`src/hw/rtl/mwo_pkg.sv`:
```
// Shared types, constants and the quarter-wave sine table of the tone channel.
package mwo_pkg;

  localparam int PHASE_BITS     = 32;
  localparam int SINE_ADDR_BITS = 8;
  localparam int SINE_N         = 1 << SINE_ADDR_BITS;
  localparam int PHASE_SUM_W    = (PHASE_BITS > 31) ? PHASE_BITS : 31;

  localparam int SAMPLE_W = 16;
  localparam int TBL_W    = 15;
  localparam int MAG0_W   = 17;
  localparam int ACC_W    = 48;
  localparam int SHAMT_W  = 5;

  localparam int          AMP_MAX      = 32767;
  localparam logic [31:0] DIV255_MAGIC = 32'h8080_8081;
  localparam int          DIV255_SHIFT = 39;

  localparam logic [15:0] LFSR_SEED = 16'hACE1;
  localparam logic [15:0] LFSR_TAPS = 16'hB400;

  localparam int ADDR_W = 3;
  localparam int DATA_W = 32;
  localparam logic REG_WAVEFORM = 1'b0;

  typedef logic [PHASE_BITS-1:0]  phase_t;
  typedef logic [PHASE_SUM_W-1:0] phase_sum_t;
  typedef logic [ACC_W-1:0]       acc_t;

  typedef enum logic [2:0] {
    WAVE_PULSE = 3'd0,
    WAVE_NOISE = 3'd1,
    WAVE_SAW   = 3'd2,
    WAVE_SINE  = 3'd3,
    WAVE_TRI   = 3'd4
  } wave_e;

  typedef enum logic [1:0] {
    OP_MUL_F,
    OP_MUL_VOL,
    OP_MUL_K,
    OP_DIV
  } mul_op_e;

  typedef enum logic [2:0] {
    ST_IDLE,
    ST_MUL_F,
    ST_MUL_VOL,
    ST_MUL_K,
    ST_DIV1,
    ST_DIV2,
    ST_DONE
  } state_e;

  // Which multiply steps a sample needs, the shift ahead of the first divide
  // by 255, and the sign applied at the end.
  typedef struct packed {
    logic               mul_f;
    logic               mul_vol;
    logic               mul_k;
    logic               div2;
    logic [SHAMT_W-1:0] shamt;
    logic               neg;
  } plan_t;

  typedef struct packed {
    plan_t             plan;
    logic [MAG0_W-1:0] mag;
  } start_t;

  typedef logic [SINE_N*TBL_W-1:0] sine_rom_t;

  function automatic logic [63:0] taylor_div(input int idx, input logic [63:0] n);
    logic [63:0] q;
    case (idx)
      0:       q = n / 64'd156;
      1:       q = n / 64'd110;
      2:       q = n / 64'd72;
      3:       q = n / 64'd42;
      4:       q = n / 64'd20;
      default: q = n / 64'd6;
    endcase
    return q;
  endfunction

  // Q30 Taylor series of sin at the middle of each table step, to x^13.
  function automatic sine_rom_t build_sine_rom();
    sine_rom_t   rom;
    logic [63:0] one;
    logic [63:0] x;
    logic [63:0] x2;
    logic [63:0] t;
    logic [63:0] d;
    logic [63:0] s;
    logic [63:0] v;
    one = 64'd1 << 30;
    rom = '0;
    for (int k = 0; k < SINE_N; k++) begin
      x  = (64'd1686629713 * (64'(2 * k) + 64'd1)) >> (SINE_ADDR_BITS + 1);
      x2 = (x * x) >> 30;
      t  = one;
      for (int i = 0; i < 6; i++) begin
        d = taylor_div(i, (x2 * t) >> 30);
        t = (d > one) ? 64'd0 : (one - d);
      end
      s = (x * t) >> 30;
      v = (s * 64'd32767 + (one >> 1)) >> 30;
      if (v > 64'd32767) begin
        v = 64'd32767;
      end
      rom[k*TBL_W +: TBL_W] = v[TBL_W-1:0];
    end
    return rom;
  endfunction

  localparam sine_rom_t SINE_ROM = build_sine_rom();

endpackage

```
`src/hw/rtl/mwo_mul_unit.sv`:
```
// Shared 32x32 multiplier: scaling steps and divide by 255 via a reciprocal.
module mwo_mul_unit (
  input  mwo_pkg::mul_op_e            op_i,
  input  mwo_pkg::acc_t               acc_i,
  input  logic [15:0]                 f_i,
  input  logic [7:0]                  vol_i,
  input  logic [mwo_pkg::SHAMT_W-1:0] shamt_i,
  output mwo_pkg::acc_t               acc_o
);

  logic [31:0]   opa;
  logic [31:0]   opb;
  logic [63:0]   prod;
  mwo_pkg::acc_t shifted;

  assign shifted = acc_i >> shamt_i;

  always_comb begin
    opa = acc_i[31:0];
    opb = '0;
    case (op_i)
      mwo_pkg::OP_MUL_F:   opb = {16'd0, f_i};
      mwo_pkg::OP_MUL_VOL: opb = {24'd0, vol_i};
      mwo_pkg::OP_MUL_K:   opb = 32'(mwo_pkg::AMP_MAX);
      mwo_pkg::OP_DIV: begin
        // Exact floor division by 255 for any 32-bit dividend.
        opa = shifted[31:0];
        opb = mwo_pkg::DIV255_MAGIC;
      end
      default: opb = '0;
    endcase
  end

  assign prod  = 64'(opa) * 64'(opb);
  assign acc_o = (op_i == mwo_pkg::OP_DIV) ? mwo_pkg::ACC_W'(prod >> mwo_pkg::DIV255_SHIFT)
                                           : prod[mwo_pkg::ACC_W-1:0];

endmodule

```
`src/hw/rtl/mwo_phase_gen.sv`:
```
// Phase accumulator, noise LFSR and per-waveform start value of each sample.
module mwo_phase_gen (
  input  logic                 clk_i,
  input  logic                 rst_ni,
  input  logic                 accept_i,
  input  logic [2:0]           waveform_i,
  input  logic                 restart_i,
  input  logic [30:0]          phase_step_i,
  input  logic [7:0]           volume_i,
  input  logic [7:0]           duty_i,
  output mwo_pkg::start_t      start_o,
  output logic [15:0]          f_o,
  output logic [7:0]           vol_o
);

  mwo_pkg::phase_t phase_q, phase_d;
  mwo_pkg::phase_t phase_eff;
  logic [15:0]     lfsr_q, lfsr_d, lfsr_next;
  logic [15:0]     f_q, f;
  logic [7:0]      vol_q;
  logic [7:0]      noise_byte;
  logic [23:0]     f255;
  logic [1:0]      quad;
  logic [mwo_pkg::SINE_ADDR_BITS-1:0] sine_addr, sine_idx;
  logic [mwo_pkg::TBL_W-1:0]          sine_val;

  assign phase_eff = restart_i ? '0 : phase_q;
  assign f         = phase_eff[mwo_pkg::PHASE_BITS-1 -: 16];
  assign phase_d   = mwo_pkg::PHASE_BITS'(mwo_pkg::phase_sum_t'(phase_eff)
                                          + mwo_pkg::phase_sum_t'(phase_step_i));

  assign lfsr_next  = lfsr_q[0] ? ((lfsr_q >> 1) ^ mwo_pkg::LFSR_TAPS) : (lfsr_q >> 1);
  assign noise_byte = (lfsr_next[7:0] == 8'hFF) ? 8'd0 : lfsr_next[7:0];

  assign f255      = {f, 8'h00} - 24'(f);
  assign quad      = f[15:14];
  assign sine_addr = f[13 -: mwo_pkg::SINE_ADDR_BITS];
  assign sine_idx  = quad[0] ? ~sine_addr : sine_addr;
  assign sine_val  = mwo_pkg::SINE_ROM[int'(sine_idx) * mwo_pkg::TBL_W +: mwo_pkg::TBL_W];

  always_comb begin
    start_o = '0;
    lfsr_d  = lfsr_q;
    case (waveform_i)
      mwo_pkg::WAVE_PULSE: begin
        start_o.mag        = mwo_pkg::MAG0_W'(volume_i);
        start_o.plan.mul_k = 1'b1;
        start_o.plan.neg   = !(f255 < {duty_i, 16'h0000});
      end
      mwo_pkg::WAVE_NOISE: begin
        lfsr_d               = lfsr_next;
        start_o.mag          = mwo_pkg::MAG0_W'(noise_byte);
        start_o.plan.mul_f   = 1'b1;
        start_o.plan.mul_vol = 1'b1;
        start_o.plan.mul_k   = 1'b1;
        start_o.plan.div2    = 1'b1;
        start_o.plan.shamt   = mwo_pkg::SHAMT_W'(16);
      end
      mwo_pkg::WAVE_SAW: begin
        // The phase read as a signed 16-bit value.
        start_o.mag          = f[15] ? (17'h10000 - 17'(f)) : 17'(f);
        start_o.plan.neg     = f[15];
        start_o.plan.mul_vol = 1'b1;
        start_o.plan.mul_k   = 1'b1;
        start_o.plan.shamt   = mwo_pkg::SHAMT_W'(15);
      end
      mwo_pkg::WAVE_SINE: begin
        start_o.mag          = mwo_pkg::MAG0_W'(sine_val);
        start_o.plan.neg     = quad[1];
        start_o.plan.mul_vol = 1'b1;
      end
      mwo_pkg::WAVE_TRI: begin
        if (quad == 2'd0) begin
          start_o.mag      = 17'(f);
          start_o.plan.neg = 1'b1;
        end else if (quad == 2'd1) begin
          start_o.mag      = 17'h08000 - 17'(f);
          start_o.plan.neg = 1'b1;
        end else if (quad == 2'd2) begin
          start_o.mag = 17'(f) - 17'h08000;
        end else begin
          start_o.mag = 17'h10000 - 17'(f);
        end
        start_o.plan.mul_vol = 1'b1;
        start_o.plan.mul_k   = 1'b1;
        start_o.plan.shamt   = mwo_pkg::SHAMT_W'(14);
      end
      default: start_o = '0;
    endcase
  end

  always_ff @(posedge clk_i or negedge rst_ni) begin
    if (!rst_ni) begin
      phase_q <= '0;
      lfsr_q  <= mwo_pkg::LFSR_SEED;
    end else if (accept_i) begin
      phase_q <= phase_d;
      lfsr_q  <= lfsr_d;
    end
  end

  always_ff @(posedge clk_i) begin
    if (accept_i) begin
      f_q   <= f;
      vol_q <= volume_i;
    end
  end

  assign f_o   = f_q;
  assign vol_o = vol_q;

endmodule

```
`src/hw/rtl/multi_waveform_oscillator.sv`:
```
// Top level of the tone channel: register port, sequencer and output register.
//
// One request on the input channel is one sample tick carrying restart,
// phase_step, volume and duty. It is accepted when in_valid_i is high and
// in_stall_o is low, and it yields exactly one sample_out_o request on the
// output channel, taken when out_valid_o is high and out_stall_i is low.
// The waveform register (byte address 0) selects pulse, noise, sawtooth,
// sine or triangle; other codes give silence while the phase still advances.
// After acceptance a small sequencer runs the sample through one shared
// 32x32 multiplier, one step per cycle: scale by phase, volume or 32767 as
// the waveform needs, then divide by 255 once or twice by reciprocal multiply.
// No new request is accepted until the sequencer has finished the sample;
// how long that takes is set by the number of multiplier steps.
// After the last step the sample waits in the done state for the output register.
// The output register parts the two sides: the next request is accepted
// while a sample waits; only when a finished sample finds the output
// register still full and stalled does the sequencer hold, with in_stall_o
// high. Reset clears the phase, seeds the LFSR with 0xACE1, sets the
// waveform to pulse and empties the output register.
module multi_waveform_oscillator (
  input  logic                        clk_i,
  input  logic                        rst_ni,
  input  logic                        psel,
  input  logic                        penable,
  input  logic                        pwrite,
  input  logic [mwo_pkg::ADDR_W-1:0]  paddr,
  input  logic [mwo_pkg::DATA_W-1:0]  pwdata,
  output logic [mwo_pkg::DATA_W-1:0]  prdata,
  output logic                        pready,
  input  logic                        in_valid_i,
  output logic                        in_stall_o,
  input  logic                        restart_i,
  input  logic [30:0]                 phase_step_i,
  input  logic [7:0]                  volume_i,
  input  logic [7:0]                  duty_i,
  output logic                        out_valid_o,
  input  logic                        out_stall_i,
  output logic signed [15:0]          sample_out_o
);

  logic [2:0]             waveform_q;
  logic                   reg_sel;
  logic                   accept;
  mwo_pkg::state_e        state_q, state_d;
  mwo_pkg::plan_t         plan_q;
  mwo_pkg::start_t        start;
  mwo_pkg::acc_t          acc_q, acc_d, mul_res;
  mwo_pkg::mul_op_e       op;
  logic [mwo_pkg::SHAMT_W-1:0] shamt;
  logic [15:0]            f;
  logic [7:0]             vol;
  logic                   out_valid_q, out_valid_d;
  logic signed [15:0]     sample_q, sample_d;
  logic                   load_out;
  logic [14:0]            mag;

  // Configuration port.
  assign pready  = 1'b1;
  assign reg_sel = paddr[mwo_pkg::ADDR_W-1];
  assign prdata  = (reg_sel == mwo_pkg::REG_WAVEFORM) ? mwo_pkg::DATA_W'(waveform_q) : '0;

  always_ff @(posedge clk_i or negedge rst_ni) begin
    if (!rst_ni) begin
      waveform_q <= mwo_pkg::WAVE_PULSE;
    end else if (psel && penable && pwrite && (reg_sel == mwo_pkg::REG_WAVEFORM)) begin
      waveform_q <= pwdata[2:0];
    end
  end

  assign in_stall_o = (state_q != mwo_pkg::ST_IDLE);
  assign accept     = in_valid_i && !in_stall_o;

  mwo_phase_gen u_phase_gen (
    .clk_i        (clk_i),
    .rst_ni       (rst_ni),
    .accept_i     (accept),
    .waveform_i   (waveform_q),
    .restart_i    (restart_i),
    .phase_step_i (phase_step_i),
    .volume_i     (volume_i),
    .duty_i       (duty_i),
    .start_o      (start),
    .f_o          (f),
    .vol_o        (vol)
  );

  always_comb begin
    case (state_q)
      mwo_pkg::ST_MUL_F:   op = mwo_pkg::OP_MUL_F;
      mwo_pkg::ST_MUL_VOL: op = mwo_pkg::OP_MUL_VOL;
      mwo_pkg::ST_MUL_K:   op = mwo_pkg::OP_MUL_K;
      default:             op = mwo_pkg::OP_DIV;
    endcase
  end

  // Only the first divide carries the waveform's shift.
  assign shamt = (state_q == mwo_pkg::ST_DIV1) ? plan_q.shamt : '0;

  mwo_mul_unit u_mul_unit (
    .op_i    (op),
    .acc_i   (acc_q),
    .f_i     (f),
    .vol_i   (vol),
    .shamt_i (shamt),
    .acc_o   (mul_res)
  );

  assign mag      = (acc_q > mwo_pkg::acc_t'(mwo_pkg::AMP_MAX)) ? 15'(mwo_pkg::AMP_MAX)
                                                                : acc_q[14:0];
  assign load_out = (state_q == mwo_pkg::ST_DONE) && (!out_valid_q || !out_stall_i);

  always_comb begin
    state_d = state_q;
    acc_d   = acc_q;
    case (state_q)
      mwo_pkg::ST_IDLE: begin
        if (accept) begin
          acc_d = mwo_pkg::acc_t'(start.mag);
          if (start.plan.mul_f) begin
            state_d = mwo_pkg::ST_MUL_F;
          end else if (start.plan.mul_vol) begin
            state_d = mwo_pkg::ST_MUL_VOL;
          end else if (start.plan.mul_k) begin
            state_d = mwo_pkg::ST_MUL_K;
          end else begin
            state_d = mwo_pkg::ST_DIV1;
          end
        end
      end
      mwo_pkg::ST_MUL_F: begin
        acc_d = mul_res;
        if (plan_q.mul_vol) begin
          state_d = mwo_pkg::ST_MUL_VOL;
        end else if (plan_q.mul_k) begin
          state_d = mwo_pkg::ST_MUL_K;
        end else begin
          state_d = mwo_pkg::ST_DIV1;
        end
      end
      mwo_pkg::ST_MUL_VOL: begin
        acc_d   = mul_res;
        state_d = plan_q.mul_k ? mwo_pkg::ST_MUL_K : mwo_pkg::ST_DIV1;
      end
      mwo_pkg::ST_MUL_K: begin
        acc_d   = mul_res;
        state_d = mwo_pkg::ST_DIV1;
      end
      mwo_pkg::ST_DIV1: begin
        acc_d   = mul_res;
        state_d = plan_q.div2 ? mwo_pkg::ST_DIV2 : mwo_pkg::ST_DONE;
      end
      mwo_pkg::ST_DIV2: begin
        acc_d   = mul_res;
        state_d = mwo_pkg::ST_DONE;
      end
      mwo_pkg::ST_DONE: begin
        if (load_out) begin
          state_d = mwo_pkg::ST_IDLE;
        end
      end
      default: state_d = mwo_pkg::ST_IDLE;
    endcase
  end

  always_comb begin
    out_valid_d = out_valid_q;
    sample_d    = sample_q;
    if (load_out) begin
      out_valid_d = 1'b1;
      sample_d    = plan_q.neg ? -$signed({1'b0, mag}) : $signed({1'b0, mag});
    end else if (out_valid_q && !out_stall_i) begin
      out_valid_d = 1'b0;
    end
  end

  always_ff @(posedge clk_i or negedge rst_ni) begin
    if (!rst_ni) begin
      state_q     <= mwo_pkg::ST_IDLE;
      out_valid_q <= 1'b0;
    end else begin
      state_q     <= state_d;
      out_valid_q <= out_valid_d;
    end
  end

  always_ff @(posedge clk_i) begin
    acc_q    <= acc_d;
    sample_q <= sample_d;
    if (accept) begin
      plan_q <= start.plan;
    end
  end

  assign out_valid_o  = out_valid_q;
  assign sample_out_o = sample_q;

endmodule

```
`config.mk`:
```
export PLATFORM = sky130hd
export DESIGN_NAME = multi_waveform_oscillator
export DESIGN_NICKNAME = d
export VERILOG_FILES = /design/src/hw/rtl/mwo_pkg.sv /design/src/hw/rtl/mwo_mul_unit.sv /design/src/hw/rtl/mwo_phase_gen.sv /design/src/hw/rtl/multi_waveform_oscillator.sv
export SDC_FILE = /design/constraint.sdc
export NUM_CORES = 2
export LEC_CHECK = 0
export BUFFER_PORTS_ARGS = -buffer_cell sky130_fd_sc_hd__buf_2
export CORE_MARGIN = 3
export CORE_UTILIZATION = 46
export DETAILED_ROUTE_END_ITERATION = 6
export SLEW_MARGIN = 25
export SYNTH_ARGS = -nofsm -noshare
export SYNTH_HDL_FRONTEND = slang
export SYNTH_SLANG_ARGS = --single-unit
```
`constraint.sdc`:
```
create_clock -name clk_i -period 8.6 [get_ports clk_i]
set_input_delay 0.43 -clock clk_i [delete_from_list [all_inputs] [get_ports clk_i]]
set_output_delay 0.43 -clock clk_i [all_outputs]
set_load 0.05 [all_outputs]
```
==> reports/metrics.yaml <==
synth_warnings: 0
io_pins: 141
die_h_um: 285
grt_start_max_net_pins: 67
crit_buf_inv: 11
clock_tree.buffer_depth: 2
outcome: "complete, but fails checks"
critical_path_class: "flop to flop"
drtAntennaViolNets: 0
pre_cts_slack_ns: -0.688
synth-edff-count: 94
grt_pass1_vias: 34400
reg2reg_depth: 37
arrival_ns: 8.97
drt_wl_total_mm: 136
synth_area_mm2: 0.0359
critPathCaptureType: "flop"
path_max_fanout: 6
drive_gt1_share_pct: 22.1
coreArea_mm2: 0.0766
synth.avg_cell_area_um2: 8.13
async_flop_share_pct: 36.9
final_common_cell: "nor2_1"
die_w_um: 285
grt-ovfl-total: 0
drv_cap: 0
finalHoldViolations: 0
place_hpwl_mm: 107
drcViolationCount: 0
cp_top_family: "adder cells"
clk-insertion-delay-late_ns: 0.44
final_cell_mix: "nor2_1, inv_1, buf_4, fa_1, ha_1"
track_usage_pct: 32.9
synth_cells: 4410
cp_slowest_cell: "fa_1"
skew_ns: 0.0122
via_count: 34200
dr.pass1.iters: 6
start_util_pct: 46.8
synth_flop_cell: "edfxtp_1"
start_kind: "flop"
area_growth_pct: 22.7
fin_crit_ns: 8.79
clock_sinks: 149
final.setup.worst_slack_ns: -0.189
nets: 5737
setup_viol: 21
synthTopCellsByArea: "fa_1, ha_1, edfxtp_1"
crit_top_cell: "fa_1"
fmax_ghz: 0.114
cts_tree: "built"
clock-root-buffer: "clkbuf_16"
finalWeightedCongestion: 0.996
cts_made_buffers: 17
ys_seq_area_share_pct: 11.7
antenna_found_initial: 0
drtIter0Drc: 3168
cts_htree_levels: 4
hp-class: "input port to asynchronous set/reset pin"
violations: "negative setup slack"
wl_per_cell_um: 23.4
rsz0062_at_grt: "yes"
die_area_mm2: 0.0813
cpPeakStageDelay_ns: 0.56
rr_startpoint: "state_q[1]"
routed_via_density: 5.87
slew_headroom_pct: 28.3
row_count: 101
synth_top_area_share_pct: 25.6
synth-seq-cells: 149
drv_slew: 0
yosys.area.top_type: "fa_1"
tightest_slew_ns: 1.07
r2r_end: "acc_q[18]"
synth_cell_types: 90
reg2reg_slack_ns: -0.19
grt_pass1_wl_mm: 207
placement.io_buffers: 79
crit_required_ns: 8.78
layout_worst_path_cycle_share_pct: 102
clk_pin_slew_ns: 0.07
-- how the worst max path moves through the flow --
stage	cells past startpoint	startpoint	slack [ns]	end
2_1_floorplan	33	state_q[1]	-0.02	acc_q[12]
3_3_place_gp	33	state_q[1]	-0.70	acc_q[8]
3_5_place_dp	33	state_q[1]	-0.69	acc_q[8]
4_1_cts	34	state_q[2]	-0.11	acc_q[20]
5_1_grt	33	state_q[1]	-0.42	acc_q[20]
6_report	37	state_q[1]	-0.19	acc_q[18]
-- metrics by stage --
| stage | utilization (%) | hold slack (ns) | instance area (µm²) | cells | TNS, ns |
|---|---|---|---|---|---|
| 6_report | 57.4 | 0.139 | 44000 | 5821 | -1.70 |
| 5_1_grt | 57.4 | 0.196 | 44000 | 5819 | -9.45 |
| 3_5_place_dp | 52.8 | 0.460 | 40400 | 5697 | -12.99 |
| 2_1_floorplan | - | 0.134 | 36100 | 4438 | -0.0243 |
| 4_1_cts | 55.5 | 0.168 | 42500 | 5775 | -1.02 |
| 3_3_place_gp | 52.8 | 0.455 | 40400 | 5697 | -13.03 |
-- per-layer routing --
layer / up-vias / GRT usage (%) / part of all wire, %
li1: 15500 / - / -
met1: 16800 / 42.2 / 40
met2: 1575 / 55.8 / 48
met3: 374 / 3.34 / 6.4
met4: 0 / 15.2 / 5.7
met5: - / 0 / 0
-- logic make-up (layout without fill, tap and decap cells) --
logic type	Yosys count	count (layout)	share of synthesized area [%]
compound gates	916	917	16.3
xor+xnor	93	93	2.27
fa+ha+maj	871	871	40.0
buf+inv	897	1247	9.74
flops	149	149	11.7
mux	90	90	2.58
other cells	2	32	0.0209
simple gates	1392	1392	17.4
-- flip-flops by register name, summed over array words and instances (netlist names) --
name	cells
u_phase_gen.lfsr_q	16
acc_q	48
waveform_q	3
out_valid_o	1
u_phase_gen.phase_q	32
sample_out_o	16
u_phase_gen.f_o	16
u_phase_gen.vol_o	8
plan_q	6
state_q	3
-- cell usage after synthesis (all sizes together) (9+ instances only) --
master,n
a2111oi,9
a211oi,33
a21o,53
a21oi,254
a221o,9
a221oi,17
a22oi,14
a311oi,16
a31oi,45
and2,14
and3,16
buf,65
clkbuf,231
dfrtp,47
edfxtp,94
fa,458
ha,413
inv,600
mux2,19
mux2i,71
nand2,359
nand2b,75
nand3,54
nand4,41
nor2,604
nor2b,41
nor3,67
nor3b,9
nor4,14
o211ai,26
o21a,32
o21ai,230
o21bai,25
o221ai,20
o22ai,21
o311ai,22
o31ai,16
or2,52
or3,24
xnor2,63
xor2,30
-- timing repair --
action / in CTS / in global routing
hold endpoints to repair: 0 / 0
hold buffers: 0 / 0
gates resized for setup: 193 / 247
cloned: 4 / 5
pin swaps: 98 / 81
buffers inserted: 45 / 41
setup endpoints to repair: 34 / 44
-- cell type report --
cell class	instances	area, µm²
Antenna cell	2	5.00
Clock buffer	18	450
Clock inverter	14	153
Fill cell	7069	32600
Inverter	601	2260
Multi-Input combinational cell	3393	30300
Sequential cell	149	4210
Tap cell	1030	1290
Timing Repair Buffer	614	5340
Power is left out: the tool's default activity adds up to more than one toggle a clock period on the data nets, which glitch-free logic cannot reach.
